[config.mk]
export PLATFORM = sky130hd
export DESIGN_NAME = i2c_master_bit_sequencer_core
export DESIGN_NICKNAME = d
export VERILOG_FILES = /design/src/design/i2cms_pkg.sv /design/src/design/i2cms_step.sv /design/src/design/i2c_master_bit_sequencer_core.sv
export VERILOG_INCLUDE_DIRS = /design/src /design/src/design
export SDC_FILE = /design/constraint.sdc
export NUM_CORES = 1
export LEC_CHECK = 0
export BUFFER_PORTS_ARGS = -buffer_cell sky130_fd_sc_hd__buf_4
export CAP_MARGIN = 10
export CORE_MARGIN = 3
export CORE_UTILIZATION = 60
export CTS_CLUSTER_DIAMETER = 30
export DETAILED_ROUTE_END_ITERATION = 6
export HOLD_SLACK_MARGIN = 0.12
export MAX_ROUTING_LAYER = met4
export PLACE_DENSITY = 0.81
export SYNTH_ARGS = -nofsm -noshare
export SYNTH_HDL_FRONTEND = slang
export SYNTH_HIERARCHICAL = 1
export SYNTH_SLANG_ARGS = --single-unit
[constraint.sdc]
create_clock -name aclk -period 4 [get_ports aclk]
set_input_delay 0.8 -clock aclk [delete_from_list [all_inputs] [get_ports aclk]]
set_output_delay 0.8 -clock aclk [all_outputs]
set_load 0.1 [all_outputs]
[src/design/i2c_master_bit_sequencer_core_defines.svh]
// assertion helpers used by the sequencer core module
`ifndef I2C_MASTER_BIT_SEQUENCER_CORE_DEFINES_SVH
`define I2C_MASTER_BIT_SEQUENCER_CORE_DEFINES_SVH

// condition holds in the same cycle as its trigger
`define I2CMS_ASSERT_SAME(label, clk, rstn, trig, cond, msg) \
    label: assert property (@(posedge clk) disable iff (!rstn) (trig) |-> (cond)) \
        else $error(msg);

// condition holds in the cycle after its trigger
`define I2CMS_ASSERT_NEXT(label, clk, rstn, trig, cond, msg) \
    label: assert property (@(posedge clk) disable iff (!rstn) (trig) |=> (cond)) \
        else $error(msg);

`endif

[src/design/i2cms_pkg.sv]
package i2cms_pkg;

    // item op codes; the active command uses the same codes
    localparam logic [2:0] OP_TICK   = 3'd0;
    localparam logic [2:0] OP_START  = 3'd1;
    localparam logic [2:0] OP_RSTART = 3'd2;
    localparam logic [2:0] OP_STOP   = 3'd3;
    localparam logic [2:0] OP_SEND   = 3'd4;
    localparam logic [2:0] OP_RECV   = 3'd5;
    localparam logic [2:0] OP_CLEAR  = 3'd6;
    localparam logic [2:0] CMD_IDLE  = 3'd0;

    localparam int unsigned TDATA_W = 16;
    localparam logic [15:0] HALF_PERIOD_RESET = 16'd2;
    localparam logic [3:0]  BITS_PER_BYTE = 4'd8;

    // fields carried in s_tdata, lowest bit last
    typedef struct packed {
        logic       sda_in;
        logic       give_ack;
        logic [7:0] tx_byte;
    } in_item_t;

    typedef struct packed {
        logic [2:0]  cmd;
        logic [1:0]  phase;
        logic [3:0]  bit_cnt;
        logic [15:0] tick_cnt;
        logic [7:0]  shift;
        logic        ack_choice;
        logic        scl;
        logic        sda;
    } seq_state_t;

    // fields carried in m_tdata, lowest bit last
    typedef struct packed {
        logic       rejected;
        logic       line_freed;
        logic [7:0] rx_byte;
        logic       ack_received;
        logic       done_res;
        logic       busy_res;
        logic       sda_level;
        logic       scl_level;
    } result_t;

endpackage

[src/design/i2cms_step.sv]
module i2cms_step
    import i2cms_pkg::*;
#(
    parameter int CLEAR_PULSES = 9
) (
    input  logic [2:0]  op,
    input  in_item_t    item,
    input  logic [15:0] half_period,
    input  seq_state_t  st,
    output seq_state_t  st_next,
    output result_t     res
);

    localparam logic [3:0] ClearPulsesW = 4'(CLEAR_PULSES);

    logic [15:0] half_eff;
    logic [16:0] tick_inc;
    logic [3:0]  bit_inc;
    logic        fin;

    always_comb begin
        st_next  = st;
        res      = '0;
        fin      = 1'b0;
        half_eff = (half_period == 16'd0) ? 16'd1 : half_period;
        tick_inc = {1'b0, st.tick_cnt} + 17'd1;
        bit_inc  = st.bit_cnt + 4'd1;

        case (op)
            OP_TICK: begin
                if (st.cmd != CMD_IDLE) begin
                    if (tick_inc >= {1'b0, half_eff}) begin
                        st_next.tick_cnt = '0;
                        case (st.cmd)
                            OP_START: begin
                                if (st.phase == 2'd0) begin
                                    st_next.sda   = 1'b0;
                                    st_next.phase = 2'd1;
                                end else begin
                                    st_next.scl = 1'b0;
                                    fin         = 1'b1;
                                end
                            end
                            OP_RSTART: begin
                                if (st.phase == 2'd0) begin
                                    st_next.scl   = 1'b1;
                                    st_next.phase = 2'd1;
                                end else if (st.phase == 2'd1) begin
                                    st_next.sda   = 1'b0;
                                    st_next.phase = 2'd2;
                                end else begin
                                    st_next.scl = 1'b0;
                                    fin         = 1'b1;
                                end
                            end
                            OP_STOP: begin
                                if (st.phase == 2'd0) begin
                                    st_next.scl   = 1'b1;
                                    st_next.phase = 2'd1;
                                end else begin
                                    st_next.sda = 1'b1;
                                    fin         = 1'b1;
                                end
                            end
                            OP_SEND: begin
                                if (st.phase == 2'd0 || st.phase == 2'd2) begin
                                    st_next.scl   = 1'b1;
                                    st_next.phase = st.phase + 2'd1;
                                end else if (st.phase == 2'd1) begin
                                    st_next.scl     = 1'b0;
                                    st_next.bit_cnt = bit_inc;
                                    st_next.shift   = {st.shift[6:0], 1'b0};
                                    if (bit_inc < BITS_PER_BYTE) begin
                                        st_next.sda   = st.shift[6];
                                        st_next.phase = 2'd0;
                                    end else begin
                                        st_next.sda   = 1'b1;
                                        st_next.phase = 2'd2;
                                    end
                                end else begin
                                    // ack slot: slave holds sda low to acknowledge
                                    res.ack_received = ~item.sda_in;
                                    st_next.scl      = 1'b0;
                                    st_next.sda      = 1'b0;
                                    fin              = 1'b1;
                                end
                            end
                            OP_RECV: begin
                                if (st.phase == 2'd0 || st.phase == 2'd2) begin
                                    st_next.scl   = 1'b1;
                                    st_next.phase = st.phase + 2'd1;
                                end else if (st.phase == 2'd1) begin
                                    st_next.shift   = {st.shift[6:0], item.sda_in};
                                    st_next.scl     = 1'b0;
                                    st_next.bit_cnt = bit_inc;
                                    if (bit_inc < BITS_PER_BYTE) begin
                                        st_next.phase = 2'd0;
                                    end else begin
                                        st_next.sda   = ~st.ack_choice;
                                        st_next.phase = 2'd2;
                                    end
                                end else begin
                                    st_next.scl = 1'b0;
                                    res.rx_byte = st.shift;
                                    fin         = 1'b1;
                                end
                            end
                            OP_CLEAR: begin
                                if (st.phase == 2'd0) begin
                                    if (item.sda_in) begin
                                        res.line_freed = 1'b1;
                                        fin            = 1'b1;
                                    end else begin
                                        st_next.scl   = 1'b0;
                                        st_next.phase = 2'd1;
                                    end
                                end else begin
                                    st_next.scl     = 1'b1;
                                    st_next.bit_cnt = bit_inc;
                                    if (bit_inc >= ClearPulsesW) begin
                                        fin = 1'b1;
                                    end else begin
                                        st_next.phase = 2'd0;
                                    end
                                end
                            end
                            default: begin
                                fin = 1'b1;
                            end
                        endcase
                        if (fin) begin
                            st_next.cmd   = CMD_IDLE;
                            st_next.phase = 2'd0;
                            res.done_res  = 1'b1;
                        end
                    end else begin
                        st_next.tick_cnt = tick_inc[15:0];
                    end
                end
            end
            OP_START, OP_RSTART, OP_STOP, OP_SEND, OP_RECV, OP_CLEAR: begin
                if (st.cmd != CMD_IDLE) begin
                    res.rejected = 1'b1;
                end else begin
                    st_next.cmd      = op;
                    st_next.phase    = 2'd0;
                    st_next.bit_cnt  = '0;
                    st_next.tick_cnt = '0;
                    case (op)
                        OP_START: begin
                            st_next.scl = 1'b1;
                            st_next.sda = 1'b1;
                        end
                        OP_RSTART: begin
                            st_next.scl = 1'b0;
                            st_next.sda = 1'b1;
                        end
                        OP_STOP: begin
                            st_next.sda = 1'b0;
                        end
                        OP_SEND: begin
                            st_next.shift = item.tx_byte;
                            st_next.sda   = item.tx_byte[7];
                        end
                        OP_RECV: begin
                            st_next.shift      = '0;
                            st_next.ack_choice = item.give_ack;
                            st_next.sda        = 1'b1;
                        end
                        default: begin
                        end
                    endcase
                end
            end
            default: begin
                // unused op code: the state is left unchanged
            end
        endcase

        res.scl_level = st_next.scl;
        res.sda_level = st_next.sda;
        res.busy_res  = (st_next.cmd != CMD_IDLE);
    end

endmodule

[src/design/i2c_master_bit_sequencer_core.sv]
// an item taken on s_* is held in the input stage, and its result is registered in the result stage for m_tdata
// throughput: one item per clock while the output is not stalled; the phase state is updated by one short step per item
// s_tready follows m_tready through a single input stage, so a stalled output holds one item
// reset: synchronous active-low aresetn clears both stage valids, sets the command idle,
// counters and shift register to zero, scl and sda released high, half period to 2
`include "i2c_master_bit_sequencer_core_defines.svh"

module i2c_master_bit_sequencer_core
    import i2cms_pkg::*;
#(
    parameter int CLEAR_PULSES = 9
) (
    input  logic               aclk,
    input  logic               aresetn,
    // input items
    input  logic               s_tvalid,
    output logic               s_tready,
    input  logic [TDATA_W-1:0] s_tdata,   // tx_byte[7:0], give_ack[8], sda_in[9], zero pad
    input  logic [2:0]         s_tuser,   // op[2:0]
    // result items
    output logic               m_tvalid,
    input  logic               m_tready,
    output logic [TDATA_W-1:0] m_tdata,   // scl_level, sda_level, busy_res, done_res,
                                          // ack_received, rx_byte[12:5], line_freed,
                                          // rejected[14], zero pad
    // half period register write
    input  logic               cfg_valid,
    output logic               cfg_ready,
    input  logic [15:0]        cfg_data   // half_period_ticks
);

    // input stage
    logic       in_valid_reg;
    logic [2:0] in_op_reg;
    in_item_t   in_item_reg;

    // sequencer state and result stage
    seq_state_t state_reg;
    seq_state_t state_next;
    result_t    step_res;
    logic       out_valid_reg;
    result_t    out_data_reg;
    logic [15:0] half_period_reg;

    logic advance;   // result stage can take a new value
    logic proc;      // the registered item is processed this cycle
    logic s_accept;

    assign advance   = ~out_valid_reg | m_tready;
    assign proc      = in_valid_reg & advance;
    assign s_tready  = ~in_valid_reg | advance;
    assign s_accept  = s_tvalid & s_tready;
    assign cfg_ready = 1'b1;

    assign m_tvalid = out_valid_reg;
    assign m_tdata  = {{(TDATA_W - $bits(result_t)){1'b0}}, out_data_reg};

    i2cms_step #(
        .CLEAR_PULSES(CLEAR_PULSES)
    ) u_step (
        .op         (in_op_reg),
        .item       (in_item_reg),
        .half_period(half_period_reg),
        .st         (state_reg),
        .st_next    (state_next),
        .res        (step_res)
    );

    // configuration register; the user must write it only between commands, the block does not enforce this
    always_ff @(posedge aclk) begin
        if (!aresetn) begin
            half_period_reg <= HALF_PERIOD_RESET;
        end else if (cfg_valid && cfg_ready) begin
            half_period_reg <= cfg_data;
        end
    end

    // input stage: holds one item until the step logic can use it
    always_ff @(posedge aclk) begin
        if (!aresetn) begin
            in_valid_reg <= 1'b0;
        end else if (s_tready) begin
            in_valid_reg <= s_tvalid;
        end
    end

    always_ff @(posedge aclk) begin
        if (s_accept) begin
            in_op_reg   <= s_tuser;
            in_item_reg <= in_item_t'(s_tdata[$bits(in_item_t)-1:0]);
        end
    end

    // sequencer state moves only when an item is processed
    always_ff @(posedge aclk) begin
        if (!aresetn) begin
            state_reg.cmd        <= CMD_IDLE;
            state_reg.phase      <= 2'd0;
            state_reg.bit_cnt    <= '0;
            state_reg.tick_cnt   <= '0;
            state_reg.shift      <= '0;
            state_reg.ack_choice <= 1'b0;
            state_reg.scl        <= 1'b1;
            state_reg.sda        <= 1'b1;
        end else if (proc) begin
            state_reg <= state_next;
        end
    end

    // result stage
    always_ff @(posedge aclk) begin
        if (!aresetn) begin
            out_valid_reg <= 1'b0;
        end else if (advance) begin
            out_valid_reg <= in_valid_reg;
        end
    end

    always_ff @(posedge aclk) begin
        if (proc) begin
            out_data_reg <= step_res;
        end
    end

    // a processed item always shows up at the output next cycle
    `I2CMS_ASSERT_NEXT(a_proc_to_out, aclk, aresetn, proc, out_valid_reg,
        "processed item did not reach the result stage")
    // a finished command leaves the sequencer idle
    `I2CMS_ASSERT_SAME(a_done_idle, aclk, aresetn, out_valid_reg && out_data_reg.done_res,
        !out_data_reg.busy_res && !out_data_reg.rejected, "done result still busy or rejected")
    // per-command status bits only come with a done
    `I2CMS_ASSERT_SAME(a_status_done, aclk, aresetn,
        out_valid_reg && (out_data_reg.ack_received || out_data_reg.line_freed),
        out_data_reg.done_res, "command status without done")
    // a rejected command leaves the sequencer busy
    `I2CMS_ASSERT_SAME(a_reject_busy, aclk, aresetn, out_valid_reg && out_data_reg.rejected,
        out_data_reg.busy_res, "reject reported while idle")

endmodule
Word-level counts from Yosys, hierarchy flattened:

Cells that the tools add are included.

* word-level logic and storage cells: 161
* input bits: 40
* flip-flop bits (word level): 82

* muxes and demuxes: 66
* $lt $le $gt $ge: 3
* bitwise operators: 13
* $add $sub $neg: 3
* reductions and logical operators: 20
* equality and inequality tests: 33

Operators with widths (number)
* one-hot mux 33 bit (2 select lines): 1
* 2-to-1 mux 8 bit: 5
* 2-to-1 mux 36 bit: 1
* 2-to-1 mux 33 bit: 1
* 2-to-1 mux 16 bit: 2
* one-hot mux 8 bit (2 select lines): 2
* 2-to-1 mux 1 bit: 31
* AND reduction 11 bit: 2
* 2-to-1 mux 2 bit: 10
* equality test 3 bit, second input constant: 6
* inequality test 3 bit, second input constant: 6
* OR reduction 6 bit: 3
* adder 16 x 1 -> 17 bit, second input constant: 1
* >= comparator 17 x 16 -> 1 bit: 1
* logical NOT 16 bit: 1
* equality test 3 x 2 -> 1 bit, second input constant: 4
* inequality test 5 x 2 -> 1 bit, second input constant: 2
* 2-to-1 mux 9 bit: 1
* inequality test 3 x 2 -> 1 bit, second input constant: 3
* inverter 1 bit: 9
* AND reduction 9 bit: 1
* 2-to-1 mux 4 bit: 2
* one-hot mux 2 bit (4 select lines): 1
* one-hot mux 4 bit (2 select lines): 1
* other kinds (34): 41

Depth between registers and ports, before layout:

Gate-level depths: netlist of the first run.

* depth in word-level cells: 13
* depth in mapped cells: 16

Modules after synthesis:

Netlist of the first run, hierarchy kept.

Modules (own cells, without submodules)
* i2c_master_bit_sequencer_core: sequential area each 1921.8 um^2, cells each 250, area an instance 3032.9 um^2, instances 1
* i2cms_step: sequential area each 0.0 um^2, cells each 371, area an instance 2389.8 um^2, instances 1

Least setup slack after synthesis of the first run:

OpenSTA, ideal clock, no wires.

* path type: register to register
* start: register state_reg[13] (netlist bit)
* end: register state_reg[0] (netlist bit)
* setup slack: 607 ps
* stages on the path, launching flop included: 17
* arrival time: 3287 ps
* buffers on the path: 2
* clock period less this slack: 3393 ps
* path through: dfxtp_1 nand4_1 nor4_1 nand3_1 nor2_1 xor2_1 ha_1 nand4_1 nor4_1 a211oi_1 o211ai_1 buf_4 and3_1 o31ai_1 buf_4 inv_1 o311ai_0

RTL lines
* start, declared: RTL line i2c_master_bit_sequencer_core.sv:38 `seq_state_t state_reg;`
* start signal, assigned: RTL line i2c_master_bit_sequencer_core.sv:106 `state_reg <= state_next;`

==> results of run 1 <==
per-layer routing:
layer,wire [um],share of wire,up-vias,track usage
met4,218,0.017,0,0.0910
met3,1010,0.077,28,0.0394
li1,-,-,2316,-
met2,6520,0.50,249,0.428
met5,0,0,-,-
met1,5410,0.41,2301,0.345
Yosys cell counts (7+ instances only):
cell and count:
a21oi_1 22, a22o_1 8, a22oi_1 8, a31oi_1 14, a32o_1 7, and2_1 10
buf_2 11, buf_4 8, clkbuf_1 19, dfxtp_1 54, edfxtp_1 28, ha_1 23
inv_1 30, mux2i_1 50, nand2_1 104, nand3_1 22, nand4_1 16, nor2_1 21
nor2b_1 19, nor3_1 9, nor4_1 8, o211ai_1 16, o21ai_0 22, xnor2_1 8
xor2_1 7
placed cells by master (no fill, tap or decap), types with 5 or more instances in the layout:
cell type / Yosys / layout
nor2b_1: 19 / 19
a32o_1: 7 / 7
and2_1: 10 / 10
o211ai_1: 16 / 16
edfxtp_1: 28 / 28
o311ai_0: 5 / 5
and3_1: 5 / 5
buf_4: 8 / 67
dfxtp_1: 54 / 53
nor4_1: 8 / 7
xor2_1: 7 / 7
nor3_1: 9 / 7
nand4_1: 16 / 16
ha_1: 23 / 23
xnor2_1: 8 / 8
clkbuf_8: 0 / 10
mux2i_1: 50 / 50
inv_1: 30 / 30
a21oi_1: 22 / 22
a22oi_1: 8 / 8
nand3_1: 22 / 22
nor2_1: 21 / 20
o21ai_0: 22 / 22
nand2_1: 104 / 104
a31oi_1: 14 / 14
a22o_1: 8 / 8
critical path: cells and delay by family, from the launching register on:
family | cells | cell delay (ns)
fa+ha+maj | 1 | 0.29
mux | 1 | 0.15
flops | 1 | 0.42
compound gates | 3 | 0.63
buf+inv | 2 | 0.37
simple gates | 8 | 1.71
xor+xnor | 1 | 0.20
cell families (layout without fill, tap and decap cells):
group / count (synthesis) / in the layout / synth area share
xor gates and xnor gates: 15 / 15 / 0.0242
AOI/OAI and AO/OA: 132 / 132 / 0.173
other: 2 / 2 / 0.00138
DFF: 82 / 82 / 0.354
adders and majority gates: 24 / 24 / 0.0549
and+or+nand+nor: 237 / 237 / 0.224
muxes: 51 / 51 / 0.0944
buffers and inverters: 78 / 114 / 0.0738
power by group through the flow:
stage	combinational, W	sequential, W	clock, W
final	0.000314	0.000922	0.000640
after global routing	0.000340	0.000926	0.000692
after CTS	0.000309	0.000922	0.000651
after detailed placement	0.000308	0.000941	0
after global placement	0.000299	0.000939	0
after floorplan	0.000203	0.000971	0
cell type report:
| class | instances | area (um^2) |
|---|---|---|
| Inverter | 31 | 116 |
| Sequential cell | 82 | 1920 |
| Clock inverter | 6 | 72.6 |
| Timing Repair Buffer | 67 | 503 |
| Multi-Input combinational cell | 461 | 3130 |
| Tap cell | 108 | 135 |
| Fill cell | 705 | 2750 |
| Clock buffer | 10 | 138 |
through the flow:
step / instances / area, um^2 / setup TNS [ns] / hold slack, ns
after floorplan: 621 / 5420 / 0 / 0.431
after global placement: 746 / 5760 / 0 / 0.460
after detailed placement: 746 / 5760 / 0 / 0.496
after CTS: 762 / 5980 / 0 / 0.509
after global routing: 765 / 6020 / -0.120 / 0.519
final: 765 / 6020 / 0 / 0.505
repair_timing:
action,4_1_cts,5_1_grt
endpoints found under the setup margin,1,19
pin swaps,0,4
setup buffers,0,3
resized for setup,1,4
how the worst min path moves through the flow:
stage	from	end	slack [ns]	depth (start not counted)
after CTS	state_reg[10]	state_reg[10]	0.51	2
final	state_reg[21]	state_reg[21]	0.51	2
after detailed placement	state_reg[10]	state_reg[10]	0.50	2
after floorplan	state_reg[22]	state_reg[22]	0.43	2
after global routing	state_reg[21]	state_reg[21]	0.52	2
after global placement	state_reg[2]	state_reg[2]	0.46	2
==> results.md, run 1 <==
- Final period demand of the worst path: about 3.8 ns
- I/O Buffers: 50
- Max FO, Critical Path: 11
- ANT nets after route: 0
- Max FFs per register: 36
- Reg-to-Reg Start: state_reg[12]
- CP required: 4.28 ns
- Wirelength per Cell: roughly 17 um
- Switching Fraction: 0.302
- GP Congestion: around 0.93
- Period utilization: 0.956
- CTS Buffer Depth: 2
- Worst R2R Path Depth: 16
- Average instance area after synthesis: ~8.7 um^2
- Seq pwr share: 0.491
- NetSw: approximately 0.00057 W
- Pre-CTS setup slack: between 0.07 and 0.08 ns
- Power per cell area: around 310 nW/um^2
- Max-cap violations: 0
- Clock Latency Late Sink: ~0.35 ns
- Async SR Flop Fraction: 0
- H-tree lvl count: 3
- Clock transition at the registers of the reported paths: 0.09 ns
- Post-synthesis register bit count: between 80 and 90
- Max Slew Vio Count: 0
- R2R Setup Slk: between 0.15 and 0.2 ns
- Skew final: about 0.011 ns
- Initial antenna violation count: 0
- Slowest CP cell: dfxtp_1
- Status: finished clean
- Kind of end point of the critical path: register
- Share of cells above drive strength 1: 0.155
- Post-synth top area cell: dfxtp_1
- Total vias in the final route: a little under 5000
- Synth area leaders: dfxtp_1, edfxtp_1, mux2i_1
- All-layer global routing usage: 0.267
- DR pass1 iterations: 5
- Mapped Area: about 5400 um^2
- Slew margin rel.: 0.259
- Worst Setup SP: state_reg[12]
- Min-delay worst type: reg2reg
- Setup crit end: state_reg[26]
- Vias in the first global route: ~4500
- Share of the synthesized area in the top cell type: 0.199
- Largest net degree at the start of global routing: 89
- Leak pwr: around 2.4 nW
- Die area: between 10000 and 15000 um^2
- Setup CP Type: reg2reg
- Internal power: 0.00131 W
- Seq/Total Area, Yosys: 0.354
- Hold Buf Count CTS: 0
- First-pass GRT wire length: ~21000 um
- Final Hold Vio Count: 0
- NumNets Final: just over 700
- Critical path arrival: ~4.1 ns
- Remaining DRCs: 0
- GRT overflow: 0
- Post-synth EDFFs: 28
- Worst Tran Pin Value: ~1.1 ns
- CTS Sinks: 82
- Synth warnings: 6
- Clock power frac: 0.341
- Final Worst Setup Slack: ~0.18 ns
- Peak supply drop: about 0.00019 V
- Floorplan die height: slightly above 100 um
- Logic pwr share: 0.167
- Power Total: approximately 0.0019 W
- Die Wd: roughly 100 um
- Critical path launch point type: register
- Diode count: 0
- Iteration-0 DRC Markers: 400
- Post-DP HPWL: just under 9000 um
- Num ports: 59
- Site row count: 34
- Core area: about 8800 um^2
- Vias per inst: about 6.4
- Mapped Cells: approximately 620
- Slowest cell delay on critical path: 0.42 ns
- Inserted Clock Buffers: 9
- Area Growth Syn to Fin: 10.9%
- CTS tree: built
- Root Buffer: clkbuf_8
- # setup viols final: 0
- Total wire length: approximately 13000 um
- Critical-path cell list: nand4_1 > nor4_4 > nand3_1 > nor2_2 > xor2_1 > ha_1 > nand4_1 > nor4_1 > a211oi_1 > o211ai_1 > buf_4 > buf_4 > or3_1 > a31oi_1 > nand2_1 > mux2i_1
- Cell variety after synth: 67
- Main synth FF type: dfxtp_1
- Syn Nets: 684
- Initial core utilization: 0.619
- Max Clk Rate: ~0.26 GHz
- Post-layout util: 0.686
- R2R Path End: state_reg[26]
No activity file was read; power rests on OpenSTA's default activity.
==> run 2: changes to the inputs <==
--- a/config.mk
+++ b/config.mk
@@ -8,6 +8,7 @@
 export LEC_CHECK = 0
 export BUFFER_PORTS_ARGS = -buffer_cell sky130_fd_sc_hd__buf_4
 export CAP_MARGIN = 10
+export CORE_ASPECT_RATIO = 0.8
 export CORE_MARGIN = 3
 export CORE_UTILIZATION = 60
 export CTS_CLUSTER_DIAMETER = 30
==> run 2 against run 1 <==
Effect of this change:
- via count down 0.20%
- first-iteration DRC count grew 5.3%
- highest routed layer unchanged
- total power grew 9.9%
- non-clock buffer count decreased by 10
- combinational power decreased by 2%
- hold slack got worse by 0.015 ns
- final cell count is 0.78% lower
==> results.md, run 2 (same netlist as run 1, synthesis figures left out) <==
- Max-cap violations: 0 (unchanged)
- Critical path launch point type: register
- Total vias in the final route: 4884 (-0.20%)
- GP Congestion: 0.884 (-4.6%)
- DR pass1 iterations: 5 (unchanged)
- Inserted Clock Buffers: 9 (unchanged)
- Leading cell type in the layout, fill and taps excluded: nand2_1
- Final Cell Area: 6070 um^2 (+0.87%)
- Max Clk Rate: 0.265 GHz (+1.5%)
- Setup CP Type: reg2reg
- Top sig layer: met4
- Slowest cell delay on critical path: 0.46 ns (+0.04 ns)
- Skew final: 0.00755 ns (-0.00361 ns)
- Initial antenna violation count: 0 (unchanged)
- Non-Filler Instances: 759 (-0.78%)
- Hold Buf Count CTS: 0 (unchanged)
- Leak pwr: 2.37 nW (+0.38%)
- M1 WL: 5980 um (+11%)
- Final period demand of the worst path: 3.77 ns (-0.0558 ns)
- Placed Cells: 743 (-0.40%)
- Post-layout util: 0.703 (+0.0164)
- Area Growth Syn to Fin: 11.9%
- Clock Latency Late Sink: 0.35 ns (about the same)
- Max FFs per register: 36 (unchanged)
- Met2 Wirelength: 6020 um (-7.7%)
- Largest net degree at the start of global routing: 89 (unchanged)
- Most frequent CP cell: nand4_1
- ANT nets after route: 0 (unchanged)
- Total wire length: 13300 um (+0.85%)
- Slowest CP cell: a2111oi_2
- Max FO, Critical Path: 11 (unchanged)
- Site row count: 30 (-12%)
- CP required: 4.28 ns (about the same)
- NumNets Final: 705 (-1.4%)
- Placed instance area: 5720 um^2 (-0.61%)
- GRT overflow: 0 (unchanged)
- Remaining DRCs: 0 (unchanged)
- Core area: 8630 um^2 (-1.5%)
- Die area: 10200 um^2 (about the same)
- Share of cells above drive strength 1: 0.150 (-0.00533)
- Critical path arrival: 4.05 ns (-0.06 ns)
- Hold WS: 0.490 ns (-0.0154 ns)
- Status: finished clean
- Min-delay worst type: reg2reg
- RSZ-0062 raised after global routing: no
- Vias in the first global route: 4509 (-0.35%)
- Critical-path cell list: nand4_1 > nor3_2 > xor2_1 > ha_1 > nand4_1 > nor3_1 > a2111oi_2 > o211ai_1 > buf_4 > or3_1 > a31oi_1 > nand2_1 > mux2i_1
- CTS Sinks: 82 (unchanged)
- Power per cell area: 340 nW/um^2 (+9.0%)
- H-tree lvl count: 3 (unchanged)
- Iteration-0 DRC Markers: 421 (+5.3%)
- CTS tree: built
- Setup TNS: 0 ns (unchanged)
- Post-DP HPWL: 8820 um (+1.0%)
- Root Buffer: clkbuf_16
- Die Wd: 112 um (+11%)
- Met3 routed WL: 976 um (-3.1%)
- Peak supply drop: 0.000379 V (+100%)
- Wirelength per Cell: 17.5 um (+1.6%)
- Initial core utilization: 0.628 (+0.00933)
- Floorplan die height: 91.0 um (-9.9%)
- Clock transition at the registers of the reported paths: 0.07 ns (-0.02 ns)
- # setup viols final: 0 (unchanged)
- All-layer global routing usage: 0.272 (+0.00580)
- Max Slew Vio Count: 0 (unchanged)
- Diode count: 0 (unchanged)
- Num ports: 59 (unchanged)
- # fillers: 668 (-5.2%)
- Vias per inst: 6.43 (+0.58%)
- I/O Buffers: 50 (unchanged)
- Slew margin rel.: 0.313 (+0.0544)
- Kind of end point of the critical path: register
- Period utilization: 0.942 (-0.0140)
- First-pass GRT wire length: 22100 um (+3.2%)
- Final Hold Vio Count: 0 (unchanged)
- Worst Tran Pin Value: 1.03 ns (-0.0813 ns)
- Commonest non-fill, non-tap cells in the layout: nand2_1, buf_4, dfxtp_1
- CTS Buffer Depth: 2 (unchanged)
run 2: changes by cell type in the layout (fill, tap and decap cells not counted), moves of 2 or more:
cell       before  now
buf_4          67   56
inv_6           2    4
clkbuf_16       0    9
clkbuf_8       10    1
run 2: critical path, delay by kind of cell (launching register included):
kind | cells | cell delay [ns]
buffers and inverters | 1 | 0.25
flip-flops | 1 | 0.42
AND/OR/NAND/NOR | 6 | 1.40
XOR/XNOR | 1 | 0.30
AO/OA/AOI/OAI | 3 | 0.88
adder cells (fa/ha/maj) | 1 | 0.30
multiplexers | 1 | 0.15
run 2: final timing paths:
kind	endpoint	cells after the start	slack, ns	from
hold reg to reg	state_reg[2]	2	0.49	state_reg[2]
hold / removal	state_reg[2]	2	0.49	state_reg[2]
setup / recovery	state_reg[26]	13	0.23	state_reg[14]
setup reg to reg	state_reg[26]	13	0.23	state_reg[14]
run 2: through the flow:
step	power, W	worst slack (ns)
2_1_floorplan	0.00117	0.607
3_5_place_dp	0.00125	0.106
5_1_grt	0.00214	0.00944
3_3_place_gp	0.00124	0.282
4_1_cts	0.00207	0.0687
6_report	0.00206	0.231
run 2: area by class of cell:
class	instances	area, um^2	share of cell area
multi-input cells	461	3150	0.520
flip-flops and latches	82	1920	0.317
repair buffers	57	440	0.0726
clock buffers	10	239	0.0394
well taps	112	140	0.0231
inverters	31	116	0.0192
clock inverters	6	55.1	0.00907
run 2: where the power goes:
part,switching [W],total (W),internal (W)
combinational,0.000202,0.000307,0.000105
sequential,0.0000363,0.000928,0.000892
clock,0.000375,0.000828,0.000452
total,0.000614,0.00206,0.00145
run 2: layer usage:
metal	up-vias	global-route usage
met5	-	-
met3	40	0.0600
li1	2301	-
met2	212	0.407
met4	0	0.0881
met1	2331	0.369
run 2: timing repair:
| item | 4_1_cts | 5_1_grt |
|---|---|---|
| setup buffers | 0 | 0 |
| resized for setup | 0 | 10 |
| setup endpoints to repair | 0 | 39 |
==> run 3: changes to the inputs <==
--- a/config.mk
+++ b/config.mk
@@ -10,12 +10,13 @@
 export CAP_MARGIN = 10
 export CORE_ASPECT_RATIO = 0.8
 export CORE_MARGIN = 3
-export CORE_UTILIZATION = 60
+export CORE_UTILIZATION = 61
+export CTS_BUF_LIST = sky130_fd_sc_hd__clkbuf_8
 export CTS_CLUSTER_DIAMETER = 30
 export DETAILED_ROUTE_END_ITERATION = 6
 export HOLD_SLACK_MARGIN = 0.12
 export MAX_ROUTING_LAYER = met4
-export PLACE_DENSITY = 0.81
+export PLACE_DENSITY = 0.82
 export SYNTH_ARGS = -nofsm -noshare
 export SYNTH_HDL_FRONTEND = slang
 export SYNTH_HIERARCHICAL = 1
==> run 3 against run 2 <==
Effect of this change:
- total power shrank 8.2%
- count of clock-buffer cells in the layout shrank 1
- clock power shrank 21%
- critical path depth is the same
- sequential share of layout area grew 0.29 points
- critical path type unchanged
- highest routed layer unchanged
==> results.md, run 3 (same netlist as run 1, synthesis figures left out) <==
- Wirelength per Cell: 17.5 um (-0.13%)
- Final Hold Vio Count: 0 (unchanged)
- Total vias in the final route: 4902 (+0.37%)
- ANT nets after route: 0 (unchanged)
- Initial core utilization: 0.634 (+0.00551)
- Vias in the first global route: 4365 (-3.2%)
- Period utilization: 0.957 (+0.0149)
- Max FO, Critical Path: 8 (-3)
- I/O Buffers: 50 (unchanged)
- Max Clk Rate: 0.261 GHz (-1.6%)
- Initial antenna violation count: 0 (unchanged)
- Hold Buf Count CTS: 0 (unchanged)
- Slew margin rel.: 0.267 (-0.0459)
- CTS tree: built
- Max-cap violations: 0 (unchanged)
- Commonest non-fill, non-tap cells in the layout: nand2_1, buf_4, dfxtp_1
- Cell family with most CP delay: simple AND/OR/NAND/NOR gates
- Remaining DRCs: 0 (unchanged)
- Inserted Clock Buffers: 9 (unchanged)
- Die Wd: 111 um (-0.78%)
- Critical-path cell list: nand4_1 > nor4_4 > nand3_1 > nor2_2 > xor2_1 > ha_1 > nand3_1 > or2_2 > o211a_2 > buf_4 > buf_4 > nor4_4 > and2_1
- Total wire length: 13400 um (+0.92%)
- Clock Latency Late Sink: 0.36 ns (about the same)
- H-tree lvl count: 3 (unchanged)
- Buf/Inv on CP: 2 (+1)
- Hold path depth: 2 (unchanged)
- Slowest cell delay on critical path: 0.52 ns (+0.06 ns)
- Diode count: 0 (unchanged)
- Final Cell Area: 6020 um^2 (-0.76%)
- Largest net degree at the start of global routing: 89 (unchanged)
- Worst Tran Pin Value: 1.10 ns (+0.0687 ns)
- Vias per inst: 6.39 (-0.68%)
- Core area: 8560 um^2 (-0.87%)
- # fillers: 668 (unchanged)
- Leak pwr: 2.35 nW (-0.54%)
- Post-DP HPWL: 8740 um (-0.87%)
- CP required: 4.21 ns (-0.07 ns)
- Worst Hold Launch: state_reg[2]
- Final period demand of the worst path: 3.83 ns (+0.0597 ns)
- Iteration-0 DRC Markers: 499 (+19%)
- Post-layout util: 0.704 (+0.000756)
- Setup CP Type: reg2reg
- CTS Buffer Depth: 2 (unchanged)
- Slowest CP cell: nor4_4
- Area Growth Syn to Fin: 11.1%
- R2R Path End: m_tdata[11]
- Reg-to-Reg Start: state_reg[11]
- Num ports: 59 (unchanged)
- Max Slew Vio Count: 0 (unchanged)
- Root Buffer: clkbuf_8
- First-pass GRT wire length: 22100 um (about the same)
- Skew final: 0.0105 ns (+0.00297 ns)
- Share of cells above drive strength 1: 0.160 (+0.0104)
- # setup viols final: 0 (unchanged)
- Placed instance area: 5740 um^2 (+0.31%)
- Die area: 10100 um^2 (-1.5%)
- Critical path launch point type: register
- Site row count: 30 (unchanged)
- Peak supply drop: 0.000230 V (-39%)
- CTS Sinks: 82 (unchanged)
- R2R Setup Slk: 0.17 ns (-0.06 ns)
- Min-delay worst type: reg2reg
- Worst R2R Path Depth: 13 (unchanged)
- Clock transition at the registers of the reported paths: 0.09 ns (+0.02 ns)
- Status: finished clean
- Power per cell area: 315 nW/um^2 (-7.4%)
- WHS Endpoint: state_reg[2]
- Critical path arrival: 4.04 ns (about the same)
- All-layer global routing usage: 0.273 (about the same)
- Floorplan die height: 90.3 um (-0.77%)
- Leading cell type in the layout, fill and taps excluded: nand2_1
- DR pass1 iterations: 6 (+1)
- NumNets Final: 713 (+1.1%)
- Max FFs per register: 36 (unchanged)
- Power Total: 0.00189 W (-8.2%)
- GRT overflow: 0 (unchanged)
- GP Congestion: 0.934 (+5.7%)
- Kind of end point of the critical path: register
[run 3: cell count changes in the layout (fill, tap and decap cells not counted), sizes merged]
cell and delta:
buf +8, inv +1, clkinv -1, clkbuf -1
bufinv +1
[run 3: worst min-delay path, cell delays in order (launching register included)]
cell,delay (ns)
dfxtp_1,0.34
nand2_1,0.06
mux2i_1,0.05
[run 3: worst max path at each step]
stage                              from            end  depth (start not counted)
final                     state_reg[11]    m_tdata[11]                         13
after global routing      state_reg[11]  state_reg[13]                         15
after CTS                 state_reg[11]  state_reg[28]                         15
after detailed placement  state_reg[11]  state_reg[28]                         15
after global placement    state_reg[11]  state_reg[28]                         15
after floorplan           state_reg[13]   state_reg[0]                         16
[run 3: what timing repair did]
action	CTS	global route
buffers inserted	0	4
pin swaps	0	4
gates resized for setup	2	9
endpoints found under the setup margin	1	26
[run 3: area by class of cell]
class / count / area, um^2 / area share
tap: 112 / 140 / 0.0233
clock buffer: 9 / 124 / 0.0206
multi-input combinational: 461 / 3140 / 0.522
inverter: 31 / 116 / 0.0193
sequential: 82 / 1930 / 0.320
clock inverter: 7 / 87.6 / 0.0145
timing repair buffer: 65 / 488 / 0.0810
[run 3: report_power, final]
part / internal (W) / total (W) / leakage [nW] / switching (W)
clock network: 0.000306 / 0.000658 / 0.109 / 0.000352
registers: 0.000891 / 0.000926 / 0.713 / 0.0000343
logic: 0.000104 / 0.000311 / 1.53 / 0.000206
total: 0.00130 / 0.00189 / 2.35 / 0.000592
[run 3: layer usage]
layer  vias up  track usage  part of all wire  wire, um
li1       2316            -                 -         -
met1      2272        0.399              0.45      6010
met2       285        0.382              0.45      6010
met3        29       0.0462             0.082      1100
met4         0       0.0922             0.020       274
met5         -            -                 0         0
[run 3: stage by stage]
step           TNS, ns  setup WS [ns]  cells  hold slack [ns]
2_1_floorplan        0          0.607    621            0.431
3_3_place_gp         0          0.142    747            0.459
3_5_place_dp   -0.0133        -0.0133    747            0.471
4_1_cts              0          0.107    763            0.485
5_1_grt        -0.0156        -0.0156    767            0.524
6_report             0          0.171    767            0.486
